$ cat config.mk
export PLATFORM = sky130hd
export DESIGN_NAME = vn3_sqrt_cell
export DESIGN_NICKNAME = d
export VERILOG_FILES = /design/src/hdl/vn3_pkg.sv /design/src/hdl/vn3_sqrt_cell.sv
export SDC_FILE = /design/constraint.sdc
export NUM_CORES = 1
export LEC_CHECK = 0
export BUFFER_PORTS_ARGS = -buffer_cell sky130_fd_sc_hd__buf_2
export CORE_AREA = 5 5 180 182
export DETAILED_ROUTE_END_ITERATION = 6
export DIE_AREA = 0 0 185 187
export PLACE_DENSITY_LB_ADDON = 0.12
export SYNTH_ARGS = -nofsm -noshare
export SYNTH_HDL_FRONTEND = slang
export SYNTH_SLANG_ARGS = --single-unit
$ cat constraint.sdc
create_clock -name clk -period 1.15 [get_ports clk]
set_clock_uncertainty 0.05 [all_clocks]
set_input_delay 0.115 -clock clk [delete_from_list [all_inputs] [get_ports clk]]
set_output_delay 0.115 -clock clk [all_outputs]
set_load 0.05 [all_outputs]
$ cat src/hdl/vn3_pkg.sv
// Types shared by the 3-d vector normalizer: channel payloads and cell state.
package vn3_pkg;

	typedef struct packed {
		logic signed [31:0] x_in;
		logic signed [31:0] y_in;
		logic signed [31:0] z_in;
	} vec_t;

	typedef struct packed {
		logic signed [31:0] x_unit;
		logic signed [31:0] y_unit;
		logic signed [31:0] z_unit;
		logic [31:0]        magnitude;
		logic               zero_vector;
	} res_t;

	typedef struct packed {
		logic [34:0]      rem;
		logic [31:0]      root;
		logic [63:0]      rad;
		logic [2:0][31:0] abs_v;
		logic [2:0]       neg;
	} sq_t;

	typedef struct packed {
		logic [2:0][31:0] rem;
		logic [2:0]       lsb;
		logic [2:0][30:0] quo;
		logic [31:0]      mag;
		logic [2:0]       neg;
	} dv_t;

endpackage

$ cat src/hdl/vn3_sqrt_cell.sv
// One cell of the square root chain: settles one bit of the root per stage.
module vn3_sqrt_cell
	import vn3_pkg::*;
(
	input  logic clk,
	input  logic arst_n,
	input  logic en,
	input  logic d_valid,
	input  sq_t  d,
	output logic q_valid,
	output sq_t  q
);

	logic [34:0] rem_sh;
	logic [34:0] trial;
	logic        ge;
	sq_t         nxt;

	always_comb begin
		rem_sh = {d.rem[32:0], d.rad[63:62]};
		trial  = {1'b0, d.root, 2'b01};
		ge     = (rem_sh >= trial);
		nxt       = d;
		nxt.rem   = ge ? (rem_sh - trial) : rem_sh;
		nxt.root  = {d.root[30:0], ge};
		nxt.rad   = {d.rad[61:0], 2'b00};
	end

	always_ff @(posedge clk or negedge arst_n) begin
		if (!arst_n) begin
			q_valid <= 1'b0;
		end else if (en) begin
			q_valid <= d_valid;
		end
	end

	always_ff @(posedge clk) begin
		if (en) begin
			q <= nxt;
		end
	end

endmodule

# After elaboration in Yosys (flattened, before gate mapping)
# Cells that the tools add are included.
# word_totals
ramBits	0
latchBits	0
word_cells	11
input_bits	234
reg_bits	229
out_inout_bits	231
mem_count	0
mem_bits_ro	0
# classes
bitwise	0
div_mod_pow	0
mux	1
n_shift	0
n_reduce_logical	0
order_cmp	1
n_eq_ne	0
multipliers	0
addsub	1
# ops
op	n
35-bit by 34-bit >= comparator with 1-bit output	1
35-bit 2-to-1 mux	1
35-bit by 34-bit subtractor with 35-bit output	1

# Logic depth before layout (Yosys ltp)
# logic_depth
ltp_word	2
ltp_mapped	13
mapped_depth_nobuf	10

# Worst setup path before layout
# OpenSTA, ideal clock, no wires.
# synth_timing
path_type	input port to flip-flop
start	input d[168] in the netlist's numbering
end	register q[223] in the netlist's numbering (data pin)
path_stages	10
slack_ns	-1.330
arrival_time_ns	2.170
setup_time_ns	0.260
t_required_ns	0.840
n_path_buf	0
cell_sequence	inv_1 > ha_1 > a211oi_1 > o21bai_1 > nor4_2 > o21ai_2 > a211oi_1 > o221ai_1 > xnor2_1 > mux2_2
# synth_rtl
item	line	source
start: declaration	vn3_sqrt_cell.sv:9	input sq_t d,
end signal: assignment	vn3_sqrt_cell.sv:39	q <= nxt;
end: declaration	vn3_sqrt_cell.sv:11	output sq_t q

==> qor.yml <==
setup_viol: 265
final_util_pct: 60.14
whs_endpoint: "q[205]$_DFFE_PP_"
synth_edf_count: 228
finalWirelength_microns: 37090
antenna_found_initial: 8
min_path_type: "in2reg"
status: "complete, but fails checks"
layout_min_cycle_time_ps: 2023
io_buffers: 460
cts_tree: "built"
slowest_delay_ps: 330
yosysSeqAreaShare_pct: 73.61
critical_path_class: "in2reg"
multi_input_area_sq_um: 2676
cp-end-kind: "flip-flop"
grt_remaining_overflow: 0
startpoint: "d[186]"
rsz0062_at_grt: "yes"
die_area_sq_um: 34600
synth_flop_cell: "edfxtp_1"
fmax_ghz: 0.4944
netlist_area_sq_um: 9335
dr.pass1.iters: 6
vias_per_cell: 4.484
final_common_cell: "buf_6"
r2r_slack_ps: 340
critPathSlowestCell: "or3_4"
syn_avg_cell_area_sq_um: 15.56
violations: "negative setup slack"
slew_viol_final: 0
synthCells: 600
post-place-ws_ps: -1493
avgRoutedWirePerCell_microns: 19.87
post_dp_cell_area_sq_um: 13430
startpoint_type: "input pin"
root_buffer: "clkbuf_16"
clkSlewWorstSetupHoldPaths_ps: 60
vdd_drop_max_mv: 0.9556
area_delta_synth_final_pct: 96.03
p_leak_nw: 7.796
synth.distinct_cells: 61
power.density_nw_per_um2: 1451
yosysWarnings: 0
ys_ff_latch: 229
grt_pass1_wl_microns: 53420
drive_above_1_share_pct: 50.14
gp_congestion: 0.8441
r2r_start: "q_valid$_DFFE_PN0P_"
drtAntennaViolNets: 0
final-hold-violation-count: 0
cp_max_fo: 12
period_share_pct: 175.9
maxCapViolCount: 0
worstPathRequired_ps: 1360
clk_latency_ps: 510
grt_max_degree: 72
min_delay_path_depth: 4
synth_top_area_cell: "edfxtp_1"
async_reset_ff_share_pct: 0.4367
grt_pass1_vias: 8761
timing.final.ws_setup_ps: -872.7
die_h_microns: 187
dp_hpwl_microns: 26590
crit_chain: "buf_2, inv_1, ha_4, nand4_1, nand2b_1, or3_4, a211oi_2, o31ai_2, o21ai_4, buf_12, mux2_2"
place_inst: 1574
timing.rr.end: "q_valid$_DFFE_PN0P_"
reg2reg_depth: 1
htree_levels: 1
via_count: 8372
fill_cells: 2419
path_depth: 11
drt_iter0_markers: 497
synthTopCellsByArea: "edfxtp_1 (73%), ha_1 (4.6%), a21oi_1 (2.5%), xnor2_1 (2.0%), inv_1 (1.8%)"
die_x_microns: 185
critical_path_arrival_ps: 2240
nets: 1712
final_area_sq_um: 18300
start_util_pct: 30.68
ff_latch_area_sq_um: 6872
row_count: 64
core_sq_um: 30430
gr-usage-all-layers_pct: 20.08
io_pins: 465
hold_start: "d[203]"
clk_path_buf_depth: 3
clock-sinks: 229
drcViolationCount: 0
layout.cells.non_filler: 1867
final_cell_mix: "buf_6 (240), edfxtp_1 (228), buf_2 (227), dlygate4sd3_1 (226), buf_4 (124)"
cts_buffers: 26
yosys.area.top_type_share_pct: 73.34
critPathTopFamily: "simple AND/OR/NAND/NOR gates"
path_buf_inv: 3
cells by family (layout without fill, tap and decap cells):
family	count (synthesis)	count (layout)	synth area share, %
compound gates	121	121	8.659
xor+xnor	31	31	2.908
fa+ha+maj	34	34	4.557
buf+inv	59	922	2.801
flops	229	229	73.61
mux	15	15	1.809
other cells	1	9	0.04017
simple gates	110	110	5.616
stage by stage:
step / hold WS [ps] / power, W / TNS, ps
final: 22.98 / 0.02655 / -47580
after global routing: 27.54 / 0.02762 / -61970
after CTS: 6.259 / 0.02669 / -53930
after detailed placement: -147.1 / 0.01698 / -51790
after global placement: -145.3 / 0.01696 / -50330
after floorplan: -230.6 / 0.01463 / -37130
power by group:
part	internal, W	switching, W	total [W]	leakage [nW]
clock	0.00453	0.00328	0.00781	0.381
combinational	0.00351	0.00475	0.00826	5.17
sequential	0.0101	0.000375	0.0105	2.24
registers in the layout, indices dropped and copies added, names as in the netlist:
signal	count
q	228
q_valid	1
layer usage:
| layer | up-vias | global-route usage, % | share of wire (%) |
|---|---|---|---|
| li1 | 3972 | - | - |
| met2 | 315 | 36.07 | 51 |
| met4 | 2 | 8.187 | 4.5 |
| met5 | - | 0 | 0.022 |
| met3 | 72 | 4.901 | 7.2 |
| met1 | 4011 | 22.64 | 37 |
synthesized netlist by cell type (all sizes together) (2+ instances only):
library cell,n
a211oi,4
a21boi,2
a21o,8
a21oi,50
a311oi,3
a31oi,3
and3,5
and4,2
buf,11
clkbuf,2
edfxtp,228
ha,34
inv,46
mux2,12
mux2i,3
nand2,20
nand3,2
nand4,9
nor2,45
nor2b,4
nor3,10
nor4,4
o211ai,6
o21a,3
o21ai,22
o21bai,3
o31a,3
o31ai,2
or2,2
or3,4
xnor2,21
xor2,10
worst max-delay path by stage:
stage                       end  slack (ps)
3_3_place_gp   q[218]$_DFFE_PP_       -1480
2_1_floorplan  q[198]$_DFFE_PP_       -1140
3_5_place_dp   q[218]$_DFFE_PP_       -1490
5_1_grt        q[223]$_DFFE_PP_        -970
4_1_cts        q[217]$_DFFE_PP_        -870
6_report       q[217]$_DFFE_PP_        -870
layout make-up:
cell class                      count  area share, %
Timing Repair Buffer              828          39.64
Sequential cell                   229          37.55
Multi-Input combinational cell    313          14.62
Clock buffer                       37          3.897
Tap cell                          396          2.707
Inverter                           46          1.026
Clock inverter                     11         0.4581
Antenna cell                        7        0.09572
repair_timing:
item | in CTS | in global routing
gates resized for setup | 497 | 21
hold buffers | 226 | 0
setup endpoints to repair | 265 | 300
gates cloned | 0 | 1
setup buffers | 5 | 6
endpoints found under the hold margin | 239 | 0
pin swaps | 5 | 3
Note: power is estimated with default switching activity, not from simulation.
