$ cat config.mk
export PLATFORM = sky130hd
export DESIGN_NAME = vn3_div_cell
export DESIGN_NICKNAME = d
export VERILOG_FILES = /design/src/hdl/vn3_pkg.sv /design/src/hdl/vn3_div_cell.sv
export SDC_FILE = /design/constraint.sdc
export NUM_CORES = 1
export LEC_CHECK = 0
export BUFFER_PORTS_ARGS = -buffer_cell sky130_fd_sc_hd__buf_2
export CORE_MARGIN = 4
export CORE_UTILIZATION = 45
export CTS_BUF_LIST = sky130_fd_sc_hd__clkbuf_4 sky130_fd_sc_hd__clkbuf_8
export DETAILED_ROUTE_END_ITERATION = 16
export PLACE_DENSITY = 0.81
export SETUP_SLACK_MARGIN = 0.02
export SYNTH_ARGS = -nofsm -noshare
export SYNTH_HDL_FRONTEND = slang
export SYNTH_SLANG_ARGS = --single-unit
$ cat constraint.sdc
create_clock -name clk -period 1.9 [get_ports clk]
set_input_delay 0.095 -clock clk [delete_from_list [all_inputs] [get_ports clk]]
set_output_delay 0.095 -clock clk [all_outputs]
set_load 0.02 [all_outputs]
$ cat src/hdl/vn3_pkg.sv
// Types shared by the 3-d vector normalizer: channel payloads and cell state.
package vn3_pkg;

	typedef struct packed {
		logic signed [31:0] x_in;
		logic signed [31:0] y_in;
		logic signed [31:0] z_in;
	} vec_t;

	typedef struct packed {
		logic signed [31:0] x_unit;
		logic signed [31:0] y_unit;
		logic signed [31:0] z_unit;
		logic [31:0]        magnitude;
		logic               zero_vector;
	} res_t;

	typedef struct packed {
		logic [34:0]      rem;
		logic [31:0]      root;
		logic [63:0]      rad;
		logic [2:0][31:0] abs_v;
		logic [2:0]       neg;
	} sq_t;

	typedef struct packed {
		logic [2:0][31:0] rem;
		logic [2:0]       lsb;
		logic [2:0][30:0] quo;
		logic [31:0]      mag;
		logic [2:0]       neg;
	} dv_t;

endpackage

$ cat src/hdl/vn3_div_cell.sv
// One cell of the division chain: one quotient bit for each of the three lanes.
module vn3_div_cell
	import vn3_pkg::*;
(
	input  logic clk,
	input  logic arst_n,
	input  logic en,
	input  logic d_valid,
	input  dv_t  d,
	output logic q_valid,
	output dv_t  q
);

	logic [2:0][32:0] t;
	logic [2:0]       ge;
	dv_t              nxt;

	always_comb begin
		nxt     = d;
		nxt.lsb = 3'b000;
		for (int i = 0; i < 3; i++) begin
			t[i]       = {d.rem[i], d.lsb[i]};
			ge[i]      = (t[i] >= {1'b0, d.mag});
			nxt.rem[i] = ge[i] ? 32'(t[i] - {1'b0, d.mag}) : t[i][31:0];
			nxt.quo[i] = {d.quo[i][29:0], ge[i]};
		end
	end

	always_ff @(posedge clk or negedge arst_n) begin
		if (!arst_n) begin
			q_valid <= 1'b0;
		end else if (en) begin
			q_valid <= d_valid;
		end
	end

	always_ff @(posedge clk) begin
		if (en) begin
			q <= nxt;
		end
	end

endmodule

# Yosys cells after proc, flatten, opt, wreduce, memory -nomap -nowiden
# Index checks and enable logic that the tools add are counted.
# Widths: inputs -> output; s select.
dict set report op_classes {
  n_addsub 3
  magnitude_cmp 3
  mux 3
}
# cell n
set op_table {}
lappend op_table {{$ge 33x32->1} 3}
lappend op_table {{$mux 32} 3}
lappend op_table {{$sub 32x32->32} 3}
dict set report totals {
  input_bits 231
  reg_bits 225
  wordCells 18
  out_inout_bits 228
}

# Depth between registers and ports, before layout
# Gate-level depths: netlist (run 1).
dict set report logic_depth {
  depth_word 2
  depth_mapped 15
  mapped_depth_nobuf 12
}

# Worst setup path after synthesis (run 1)
# Ideal clock, no wire load.
dict set report synth_path {
  path_kind {input -> register}
  startpoint {input d[4] in the netlist's numbering}
  endpoint {register q[172] in the netlist's numbering (data pin)}
  path_stages 14
  path_slack_ns -0.928
  setup_time_ns 0.260
  t_required_ns 1.640
  arrival_time_ns 2.567
  cell_sequence {inv_1 -> ha_1 -> nor2b_4 -> o21ai_2 -> a21boi_2 -> or3_4 -> a311oi_2 -> nor3_2 -> o2111ai_4 -> and2_4 -> buf_12 -> inv_8 -> buf_12 -> mux2_4}
}
# element line_no
set synth_rtl {}
lappend synth_rtl {{from (decl)} vn3_div_cell.sv:9} ;# input dv_t d,
lappend synth_rtl {{to (signal assigned)} vn3_div_cell.sv:39} ;# q <= nxt;
lappend synth_rtl {{to (decl)} vn3_div_cell.sv:11} ;# output dv_t q

==> results.tsv, run 1 <==
stage	metric	value	unit
global_routing	number of global-route vias before repair	15480	
worst_setup_path	CP endpoint	q[151]	
outcome	failing checks	setup timing	
clocking	Clk Latency, worst-skew pair	530	ps
synth	Yosys reg bits	225	
die	core area	0.02909	mm²
die	Initial Utilization	0.4617	
power_and_ir_drop	part of the power in the clock network	0.257	
routing	DR iter-0 viols	1199	
synth	Ys Warns	0	
clocking	Num CTS Buffers	38	
clocking	CTS Sinks	225	
worst_setup_path	Critical R2R Capture	q_valid	
min_path	Hold WC Path Type	in2reg	
synth	top_reg_cell synth	edfxtp_1	
worst_setup_path	WP data arrival	2690	ps
power_and_ir_drop	Leak	0.01091	µW
placement	GP Congestion	0.9723	
worst_setup_path	maximum fanout along the worst path	6	
die	die height	180.8	µm
sta	Final Skew	0	ps
power_and_ir_drop	Internal Pwr Total	12110	µW
worst_setup_path	Crit path top cell by count	buf_12	
global_routing	Overall Global Routing Usage	0.3504	
worst_setup_path	Critical Path, Cell by Cell	buf_8 -> clkinvlp_4 -> ha_4 -> nand4_1 -> or3_4 -> o41ai_4 -> or3_1 -> a21oi_2 -> or2_1 -> inv_2 -> buf_12 -> buf_12 -> mux2_4	
sta	Hold Vio Cnt, Final	0	
die	Core Rows	62	
sta	Setup violations, final	99	
routing	vias per inst	5.650	
power_and_ir_drop	combinational power share	0.391	
synth	synthesized area	0.01343	mm²
power_and_ir_drop	pwr/cell area	755.9	mW/mm²
clocking	root buf cell	clkbuf_8	
power_and_ir_drop	switch share	0.3351	
worst_setup_path	FF-to-FF setup slack	1170	ps
die	number of I/O pins	459	
min_path	Hold Startpoint	d[163]	
power_and_ir_drop	P_sw	6106	µW
worst_setup_path	CP Class	in2reg	
clocking	Clk pin slew, worst setup/hold paths	60	ps
synth	sequential-to-total area share from yosys stat	0.5027	
run	Max-cap violations	0	
placement	Buffers on Ports	452	
sta	clock period minus worst slack	2409	ps
finish	Area Overhead vs Synth	79.46	%
routing	via count	15230	
routing	First-pass DRT Iterations	6	
power_and_ir_drop	Reg power frac	0.352	
sta	fin crit share	1.268	
routing	wire length per cell	23.56	µm
power_and_ir_drop	Overall Power	18220	µW
worst_setup_path	Worst Setup Start Kind	primary input	
clocking	CTS Buffer Depth	3	
global_routing	initial antenna violation count	10	
worst_setup_path	Worst EP required	2180	ps
synth	number of synthesized flops with an enable pin	224	
worst_setup_path	critical path endpoint category	register	
die	die width	180.8	µm
sta	Slew Limit Fails	0	
synth	post-synthesis average cell area	11.27	µm²
clocking	H-tree Lvls	2	
worst_setup_path	reg2reg start	q_valid	
routing	Post-Route WL	63.51	mm
global_routing	first-pass GRT wire length	89.51	mm
finish	commonest non-fill, non-tap cell in the layout	buf_2	
finish	Core Util, Final	0.8286	
global_routing	largest net degree at the start of global routing	65	
worst_setup_path	Largest stage delay, worst path	470	ps
sta	setup repair after global routing missed its margin	true	
clocking	CTS tree	built	
power_and_ir_drop	worst vdd ir	0.6310	mV
worst_setup_path	CP max stage cell	or3_4	
outcome	status	finished, violations left	
placement	HPWL Detailed	41.21	mm
routing	ANT nets after route	0	
sta	Hold Slack	20.22	ps
synth	Cells after Synth	1192	
die	die area	0.03268	mm²
synth	asr flop ratio synth	0.004444	
finish	layout cells sized above 1	0.5176	
sta	fmax	0.4151	GHz
worst_setup_path	Worst Setup SP	d[21]	
worst_setup_path	cell depth of the worst flop-to-flop path	1	
finish	commonest non-fill, non-tap cells in the layout	buf_2, buf_4, edfxtp_1, dlygate4sd3_1, nand2_1	
global_routing	total grt overflow	0	
sta	worst setup margin	-509.0	ps
finish	Final nets	2608	
routing	DRC	0	
synth	Yosys cell types	78	
==> layout make-up <==
class | instances | area [µm²]
clock inverters | 19 | 170.2
flip-flops and latches | 225 | 6751
repair inverters | 3 | 33.78
well taps | 384 | 480.5
multi-input cells | 851 | 7627
fillers | 1582 | 4986
inverters | 70 | 364.1
clock buffers | 50 | 619.3
repair buffers | 1089 | 8045
diodes | 5 | 12.51
==> critical path: cells and delay by family <==
| family | cells | cell delay (ps) |
|---|---|---|
| adders and majority gates | 1 | 310 |
| and+or+nand+nor | 4 | 1040 |
| AOI/OAI and AO/OA | 2 | 340 |
| buffers and inverters | 5 | 600 |
| muxes | 1 | 310 |
==> sequential cells by signal, indices dropped and copies added, names as in the netlist <==
register,flops
q_valid,1
q,224
==> worst min-delay path by stage <==
stage	end	slack [ps]	depth (start not counted)
2_1_floorplan	q_valid	-200	0
3_3_place_gp	q_valid	-130	1
3_5_place_dp	q_valid	-130	1
4_1_cts	q[146]	2	3
5_1_grt	q[190]	20	3
6_report	q[164]	20	4
==> power by group through the flow <==
stage	logic (µW)	clock network [µW]	registers [µW]
5_1_grt	7430	4980	6440
3_5_place_dp	5490	0	6470
4_1_cts	6450	4640	6380
6_report	7130	4680	6410
3_3_place_gp	5410	0	6460
2_1_floorplan	2320	0	7200
==> cells by family after synthesis <==
kind of cell,share of synthesized area
AOI/OAI and AO/OA,0.1643
and+or+nand+nor,0.1057
DFF,0.5027
buffers and inverters,0.03922
adders and majority gates,0.09390
xor gates and xnor gates,0.04760
muxes,0.04630
other,0.0002792
==> Yosys cell counts, types with 12 or more instances <==
cell type  count  area, µm²
nor2b_1       15      93.84
a21o_1        56      420.4
xor2_1        21      183.9
mux2_2        23      259.0
mux2_4        17      255.2
o31ai_1       12      90.09
nand3_1       30      150.1
nand2_1       91      341.6
inv_1         68      255.2
a21oi_1       81      405.4
nand4_1       21      131.4
a31oi_1       12      75.07
o21bai_1      12      90.09
o21ai_0       91      455.4
nor2_1        50      187.7
edfxtp_1     224       6726
xnor2_1       52      455.4
nor3_1        17      85.08
clkbuf_1      37      138.9
ha_1          96       1201
==> layer usage <==
metal,share of wire,routed length (µm),global-route usage,vias to the layer above
met3,0.085,5397,0.06736,278
met1,0.34,21590,0.3879,7295
li1,-,-,-,6667
met5,0.00094,60,0,-
met4,0.069,4352,0.1776,10
met2,0.51,32110,0.6392,983
==> metrics by stage <==
step                      TNS, ps  area, µm²  setup WS (ps)  cells
after floorplan            -50800      13990         -793.4   1194
after global placement     -97410      19060          -1315   2327
after detailed placement   -98620      19060          -1278   2327
after CTS                  -27660      23260         -438.9   2661
after global routing       -42310      24100         -590.5   2695
final                      -37810      24100         -509.0   2696
==> timing repair <==
action / CTS / global route
hold buffers: 219 / 1
cloned: 8 / 1
pin swaps: 45 / 42
buffers inserted: 40 / 37
resized for setup: 172 / 124
setup endpoints to repair: 99 / 99
endpoints found under the hold margin: 253 / 1
No activity file was read; power rests on OpenSTA's default activity.
==> run 2: changes to the inputs <==
--- a/config.mk
+++ b/config.mk
@@ -5,12 +5,14 @@
 export SDC_FILE = /design/constraint.sdc
 export NUM_CORES = 1
 export LEC_CHECK = 0
+export ABC_AREA = 1
 export BUFFER_PORTS_ARGS = -buffer_cell sky130_fd_sc_hd__buf_2
-export CORE_MARGIN = 4
+export CAP_MARGIN = 20
+export CORE_MARGIN = 5
 export CORE_UTILIZATION = 45
 export CTS_BUF_LIST = sky130_fd_sc_hd__clkbuf_4 sky130_fd_sc_hd__clkbuf_8
 export DETAILED_ROUTE_END_ITERATION = 16
-export PLACE_DENSITY = 0.81
+export PLACE_DENSITY = 0.79
 export SETUP_SLACK_MARGIN = 0.02
 export SYNTH_ARGS = -nofsm -noshare
 export SYNTH_HDL_FRONTEND = slang
==> results.tsv, run 2 <==
stage	metric	value	unit	change
outcome	status	finished clean		
clocking	Clk Latency, worst-skew pair	600	ps	+70 ps
placement	HPWL Detailed	52.16	mm	+27%
synth	simple-gate area share of the yosys netlist	0.3433		+0.2376
die	die area	0.03954	mm²	+21%
routing	ANT nets after route	0		unchanged
sta	fmax	0.5330	GHz	+28%
sta	Setup violations, final	0		-100%
global_routing	first-pass GRT wire length	104.9	mm	+17%
finish	Largest regs	q x224, q_valid x1		
global_routing	Overall Global Routing Usage	0.3506		about the same
routing	vias per inst	5.086		-10%
finish	layout cells sized above 1	0.3011		-0.2165
clocking	CTS tree	built		
synth	Cells after Synth	2171		+82%
synth	largest cells by area after synthesis	edfxtp_1, nand2_1, inv_1		
synth	asr flop ratio synth	0.004444		unchanged
worst_setup_path	FF-to-FF setup slack	500	ps	-670 ps
sta	Hold Slack	130.0	ps	+109.7 ps
clocking	H-tree Lvls	2		unchanged
worst_setup_path	CP max stage cell	dlygate4sd3_1		
die	Core Rows	69		+11%
routing	via count	18770		+23%
sta	fin crit share	0.9875		-0.2804
power_and_ir_drop	Leak	0.01347	µW	+23%
clocking	root buf cell	clkbuf_8		
power_and_ir_drop	worst vdd ir	0.7417	mV	+18%
sta	Slew @ Worst Pin	520.1	ps	
worst_setup_path	Worst Path Buf+Inv	4		-1
power_and_ir_drop	Overall Power	17660	µW	-3.1%
routing	First-pass DRT Iterations	5		-1
worst_setup_path	CP Class	in2reg		
synth	synthesized area	0.01605	mm²	+19%
min_path	Hold Startpoint	d[209]		
sta	setup repair after global routing missed its margin	true		
finish	Largest register FFs	224		unchanged
synth	Ys Warns	0		unchanged
worst_setup_path	critical path endpoint category	register		
clocking	Clk pin slew, worst setup/hold paths	60	ps	about the same
finish	Fillers	2663		+68%
worst_setup_path	Largest stage delay, worst path	570	ps	+100 ps
routing	DR iter-0 viols	1663		+39%
finish	Final nets	3521		+35%
worst_setup_path	Crit path top cell by count	nand2_4		
global_routing	largest net degree at the start of global routing	48		-26%
synth	number of synthesized flops with an enable pin	224		unchanged
routing	wire length per cell	19.86	µm	-16%
sta	Worst slew margin	0.6529		
synth	Post-Synth XOR/XNOR Area	0.02292		-0.02468
power_and_ir_drop	pwr/cell area	709.6	mW/mm²	-6.1%
worst_setup_path	Worst Setup Start Kind	primary input		
global_routing	number of global-route vias before repair	18360		+19%
routing	DRC	0		unchanged
finish	Most flops, register	q		
finish	commonest non-fill, non-tap cells in the layout	nand2_1, buf_2, inv_1, buf_4, dlygate4sd3_1		
synth	largest family of logic cells by synthesized area	simple AND/OR/NAND/NOR gates		
synth	post-synth top area cell	edfxtp_1		
clocking	CTS Sinks	225		unchanged
clocking	CTS Buffer Depth	3		unchanged
worst_setup_path	reg2reg start	q_valid		
placement	Buffers on Ports	452		unchanged
sta	Hold Vio Cnt, Final	0		unchanged
min_path	Hold WC Path Type	in2reg		
placement	GP Congestion	0.9740		+0.17%
synth	Post-synth top cells	nand2_1, inv_1, edfxtp_1		
routing	Post-Route WL	73.27	mm	+15%
synth	sequential-to-total area share from yosys stat	0.4207		-0.08198
synth	area fraction in compound gates after synthesis	0.02245		-0.1419
die	die height	198.9	µm	+10%
worst_setup_path	maximum fanout along the worst path	9		+3
sta	clock period minus worst slack	1876	ps	-532.8 ps
synth	top_reg_cell synth	edfxtp_1		
min_path	Hold Path Depth	5		+1
min_path	hold endpoint	q[210]		
worst_setup_path	Critical R2R Capture	q_valid		
die	Initial Utilization	0.4534		-0.008309
sta	Final Skew	0	ps	unchanged
sta	Slew Limit Fails	0		unchanged
clocking	Num CTS Buffers	39		+2.6%
worst_setup_path	WP data arrival	2230	ps	-460 ps
synth	Yosys cell types	35		-55%
synth	Yosys reg bits	225		unchanged
worst_setup_path	Worst EP required	2250	ps	+70 ps
global_routing	total grt overflow	0		unchanged
die	number of I/O pins	459		unchanged
synth	post-synth top area share	0.4191		-0.08168
synth	post-synthesis adder-cell area fraction	0.07858		-0.01531
finish	commonest non-fill, non-tap cell in the layout	nand2_1		
run	Max-cap violations	0		unchanged
global_routing	initial antenna violation count	9		-1
worst_setup_path	kind of cell adding the most delay to the critical path	buffers and inverters		
synth	post-synthesis average cell area	7.393	µm²	-34%
die	core area	0.03540	mm²	+22%
synth	mux share of post-synthesis cell area	0.0007016		-0.04560
worst_setup_path	Critical Path, Cell by Cell	dlygate4sd3_1 -> buf_2 -> ha_4 -> nand2_2 -> inv_1 -> nand2_1 -> nand3b_4 -> nand2_2 -> nand2_4 -> nand2_4 -> nand2_4 -> nand2_4 -> nand2_4 -> buf_4 -> nand2_1 -> nand2_1		
synth	count leader, synth	nand2_1		
die	die width	198.9	µm	+10%
worst_setup_path	cell depth of the worst flop-to-flop path	2		+1
finish	Area Overhead vs Synth	55.07	%	
finish	Core Util, Final	0.7031		-0.1255
[run 2: cell types whose count changed after synthesis, moves of 21 or more]
cell	previous run	this run
a21oi_1	81	60
nand2_1	91	891
clkbuf_1	37	0
o21ai_0	91	3
mux2_2	23	1
nor2_1	50	112
a21o_1	56	1
inv_1	68	410
nand3_1	30	170
xnor2_1	52	3
[run 2: tightest hold or removal path, cell delays in order]
cell     delay (ps)
buf_2            90
ha_1            190
xor2_1           90
nand2_1          60
nand2_1          40
[run 2: where the power goes]
group,total (µW),switching [µW],internal [µW]
sequential,6350,198,6150
clock,4830,2320,2510
combinational,6480,3840,2640
[run 2: logic make-up (layout without fill, tap and decap cells)]
group                      count (synthesis)  in the layout
and+or+nand+nor                         1289           1289
buffers and inverters                    445           1494
xor gates and xnor gates                  42             42
DFF                                      225            225
adders and majority gates                 99             99
AOI/OAI and AO/OA                         69             69
muxes                                      1              1
other                                      1             10
[run 2: repair_timing]
action                                  CTS  global route
endpoints found under the setup margin    0            66
buffers inserted                          0             1
hold buffers                            226             0
endpoints found under the hold margin   262             0
gates resized for setup                   0            78
[run 2: worst max-delay path by stage]
| stage | startpoint | endpoint | cells after the start |
|---|---|---|---|
| after floorplan | d[7] | q[217] | 14 |
| after global placement | d[22] | q[198] | 15 |
| after detailed placement | d[22] | q[205] | 15 |
| after CTS | d[141] | q[137] | 13 |
| after global routing | d[134] | q[151] | 16 |
| final | d[134] | q[151] | 16 |
[run 2: final cells by class]
cell class / count / area [µm²] / share of cell area
well taps: 461 / 576.8 / 0.02318
multi-input cells: 1503 / 7896 / 0.3173
clock inverters: 26 / 212.7 / 0.008547
repair buffers: 1009 / 7289 / 0.2929
clock buffers: 46 / 589.3 / 0.02368
flip-flops and latches: 225 / 6751 / 0.2713
diodes: 7 / 17.52 / 0.0007038
inverters: 413 / 1554 / 0.06244
[run 2: layer usage]
metal | share of wire | track usage
met1 | 0.36 | 0.4060
met2 | 0.48 | 0.5889
met5 | 0.00046 | 0
met3 | 0.096 | 0.08537
met4 | 0.067 | 0.2102
[run 2: per-stage QoR]
step | std cells | TNS (ps) | setup slack (ps) | cell area, µm²
after floorplan | 2173 | 0 | 158.3 | 16060
after global placement | 3384 | -31970 | -394.3 | 21400
after detailed placement | 3384 | -37170 | -452.0 | 21400
after CTS | 3682 | 0 | 24.55 | 24460
after global routing | 3687 | -260.1 | -54.29 | 24880
final | 3690 | 0 | 23.73 | 24890
==> run 3: changes to the inputs <==
--- a/config.mk
+++ b/config.mk
@@ -8,12 +8,12 @@
 export ABC_AREA = 1
 export BUFFER_PORTS_ARGS = -buffer_cell sky130_fd_sc_hd__buf_2
 export CAP_MARGIN = 20
-export CORE_MARGIN = 5
+export CORE_MARGIN = 2
 export CORE_UTILIZATION = 45
-export CTS_BUF_LIST = sky130_fd_sc_hd__clkbuf_4 sky130_fd_sc_hd__clkbuf_8
 export DETAILED_ROUTE_END_ITERATION = 16
 export PLACE_DENSITY = 0.79
 export SETUP_SLACK_MARGIN = 0.02
+export SKIP_CTS_REPAIR_TIMING = 1
 export SYNTH_ARGS = -nofsm -noshare
 export SYNTH_HDL_FRONTEND = slang
 export SYNTH_SLANG_ARGS = --single-unit
==> results.tsv, run 3 (synthesis gave the netlist of run 2 again) <==
stage	metric	value	unit	change
min_path	Hold WC Path Type	in2reg		
power_and_ir_drop	pwr/cell area	734.7	mW/mm²	+3.5%
sta	Hold Vio Cnt, Final	5		+5
sta	Slew @ Worst Pin	510.8	ps	-9.377 ps
placement	Buffers on Ports	452		unchanged
global_routing	Overall Global Routing Usage	0.3312		-0.01934
worst_setup_path	CP Depth	13		-3
routing	wire length per cell	19.08	µm	-3.9%
finish	Area Overhead vs Synth	54.01	%	
run	Max-cap violations	0		unchanged
sta	Worst slew margin	0.6591		+0.006258
power_and_ir_drop	worst vdd ir	0.8614	mV	+16%
global_routing	number of global-route vias before repair	16270		-11%
worst_setup_path	kind of cell adding the most delay to the critical path	simple AND/OR/NAND/NOR gates		
routing	DRC	0		unchanged
worst_setup_path	Worst Setup SP	d[3]		
power_and_ir_drop	Leak	0.01348	µW	about the same
clocking	root buf cell	clkbuf_16		
die	die width	192.9	µm	-3.0%
power_and_ir_drop	Overall Power	18160	µW	+2.8%
finish	Largest register FFs	224		unchanged
finish	Most flops, register	q		
finish	Final nets	3515		-0.17%
placement	dpl cell area	0.02147	mm²	+0.34%
die	Initial Utilization	0.4545		+0.001109
sta	Final Skew	0	ps	unchanged
die	Core Rows	69		unchanged
global_routing	initial antenna violation count	14		+5
routing	First-pass DRT Iterations	6		+1
die	core area	0.03531	mm²	-0.24%
finish	layout cells sized above 1	0.2942		-0.006827
clocking	CTS tree	built		
outcome	failing checks	hold timing		
sta	fin crit share	0.9940		+0.006474
finish	Storage cell area	0.006751	mm²	unchanged
worst_setup_path	CP max stage cell	fa_1		
worst_setup_path	CP Class	in2reg		
worst_setup_path	Worst EP required	2210	ps	-40 ps
placement	GP Congestion	1.030		+5.8%
routing	via count	18460		-1.6%
placement	HPWL Detailed	51.23	mm	-1.8%
clocking	CTS Sinks	225		unchanged
sta	Slew Limit Fails	0		unchanged
worst_setup_path	reg2reg start	q_valid		
worst_setup_path	FF-to-FF setup slack	1120	ps	+620 ps
sta	fmax	0.5295	GHz	-0.65%
die	number of I/O pins	459		unchanged
worst_setup_path	Worst Setup Start Kind	primary input		
routing	ANT nets after route	0		unchanged
finish	Largest regs	q x224, q_valid x1		
finish	area of the multi-input gates	0.007700	mm²	-2.5%
clocking	Clk Latency, worst-skew pair	560	ps	-40 ps
routing	Post-Route WL	70.11	mm	-4.3%
worst_setup_path	WP data arrival	2200	ps	-30 ps
worst_setup_path	Crit path top cell by count	nand2_1		
outcome	status	finished, violations left		
die	die area	0.03719	mm²	-5.9%
worst_setup_path	maximum fanout along the worst path	4		-5
die	die height	192.9	µm	-3.0%
sta	Hold Slack	-47.06	ps	-177.0 ps
clocking	H-tree Lvls	1		-1
worst_setup_path	Critical R2R Capture	q_valid		
worst_setup_path	Worst Path Buf+Inv	2		-2
global_routing	first-pass GRT wire length	91.20	mm	-13%
finish	commonest non-fill, non-tap cells in the layout	nand2_1, buf_2, inv_1, buf_4, edfxtp_1		
worst_setup_path	Critical Path, Cell by Cell	buf_2 -> ha_1 -> fa_1 -> inv_1 -> nand3_1 -> nand3_1 -> nand3_1 -> nand2_1 -> nand2_1 -> nand2_1 -> nand2_1 -> nand3_2 -> nand2_1		
sta	clock period minus worst slack	1889	ps	+12.30 ps
finish	Fillers	2726		+2.4%
clocking	CTS Buffer Depth	3		unchanged
clocking	Clk pin slew, worst setup/hold paths	70	ps	about the same
worst_setup_path	Largest stage delay, worst path	460	ps	-110 ps
finish	post-route cell area	0.02472	mm²	-0.68%
worst_setup_path	cell depth of the worst flop-to-flop path	1		-1
routing	DR iter-0 viols	1387		-17%
global_routing	total grt overflow	0		unchanged
sta	Setup violations, final	0		unchanged
finish	commonest non-fill, non-tap cell in the layout	nand2_1		
worst_setup_path	critical path endpoint category	register		
global_routing	largest net degree at the start of global routing	55		+15%
sta	setup_tns	0	ps	unchanged
clocking	Num CTS Buffers	26		-33%
worst_setup_path	CP endpoint	q[191]		
routing	vias per inst	5.023		-1.2%
-- run 3: cell count changes in the layout (fill, tap and decap cells not counted), moves of 9 or more --
| cell | delta |
|---|---|
| clkbuf_8 | -39 |
| buf_4 | +32 |
| clkbuf_16 | +26 |
| dlygate4sd3_1 | -22 |
| nand2_1 | +20 |
| nand2_2 | -20 |
| ha_4 | -9 |
-- run 3: area by class of cell --
type | count | share of cell area
clock inverters | 21 | 0.01048
well taps | 461 | 0.02334
inverters | 413 | 0.06317
repair buffers | 1014 | 0.2910
multi-input cells | 1505 | 0.3115
flip-flops and latches | 225 | 0.2731
clock buffers | 27 | 0.02647
diodes | 9 | 0.0009112
-- run 3: worst min-delay path by stage --
stage | start | to | slack [ps] | cells past startpoint
2_1_floorplan | arst_n | q_valid | -200 | 0
3_3_place_gp | arst_n | q_valid | -130 | 1
3_5_place_dp | arst_n | q_valid | -120 | 1
4_1_cts | arst_n | q_valid | -730 | 1
5_1_grt | d[168] | q[169] | -10 | 4
6_report | d[168] | q[169] | -50 | 4
-- run 3: stage by stage --
step           utilization  instances  hold WS, ps  setup slack (ps)
6_report            0.7000       3675       -47.06             11.43
5_1_grt             0.6998       3672       -13.91            -70.92
4_1_cts             0.6340       3455       -726.4             60.63
3_5_place_dp        0.6081       3407       -122.1            -532.3
3_3_place_gp        0.6081       3407       -130.2            -524.9
2_1_floorplan            -       2173       -200.6             158.3
-- run 3: layer usage --
layer,GRT usage,wire [µm]
met3,0.08656,7114
met1,0.3809,25280
met4,0.2032,5274
met2,0.5498,32390
met5,0.009615,47
-- run 3: where the power goes --
part	internal [µW]	switching [µW]	leakage (µW)	total, µW
Combinational	2600	3760	0.0108	6350
Sequential	6150	219	0.00220	6370
Clock	3210	2230	0.000439	5440
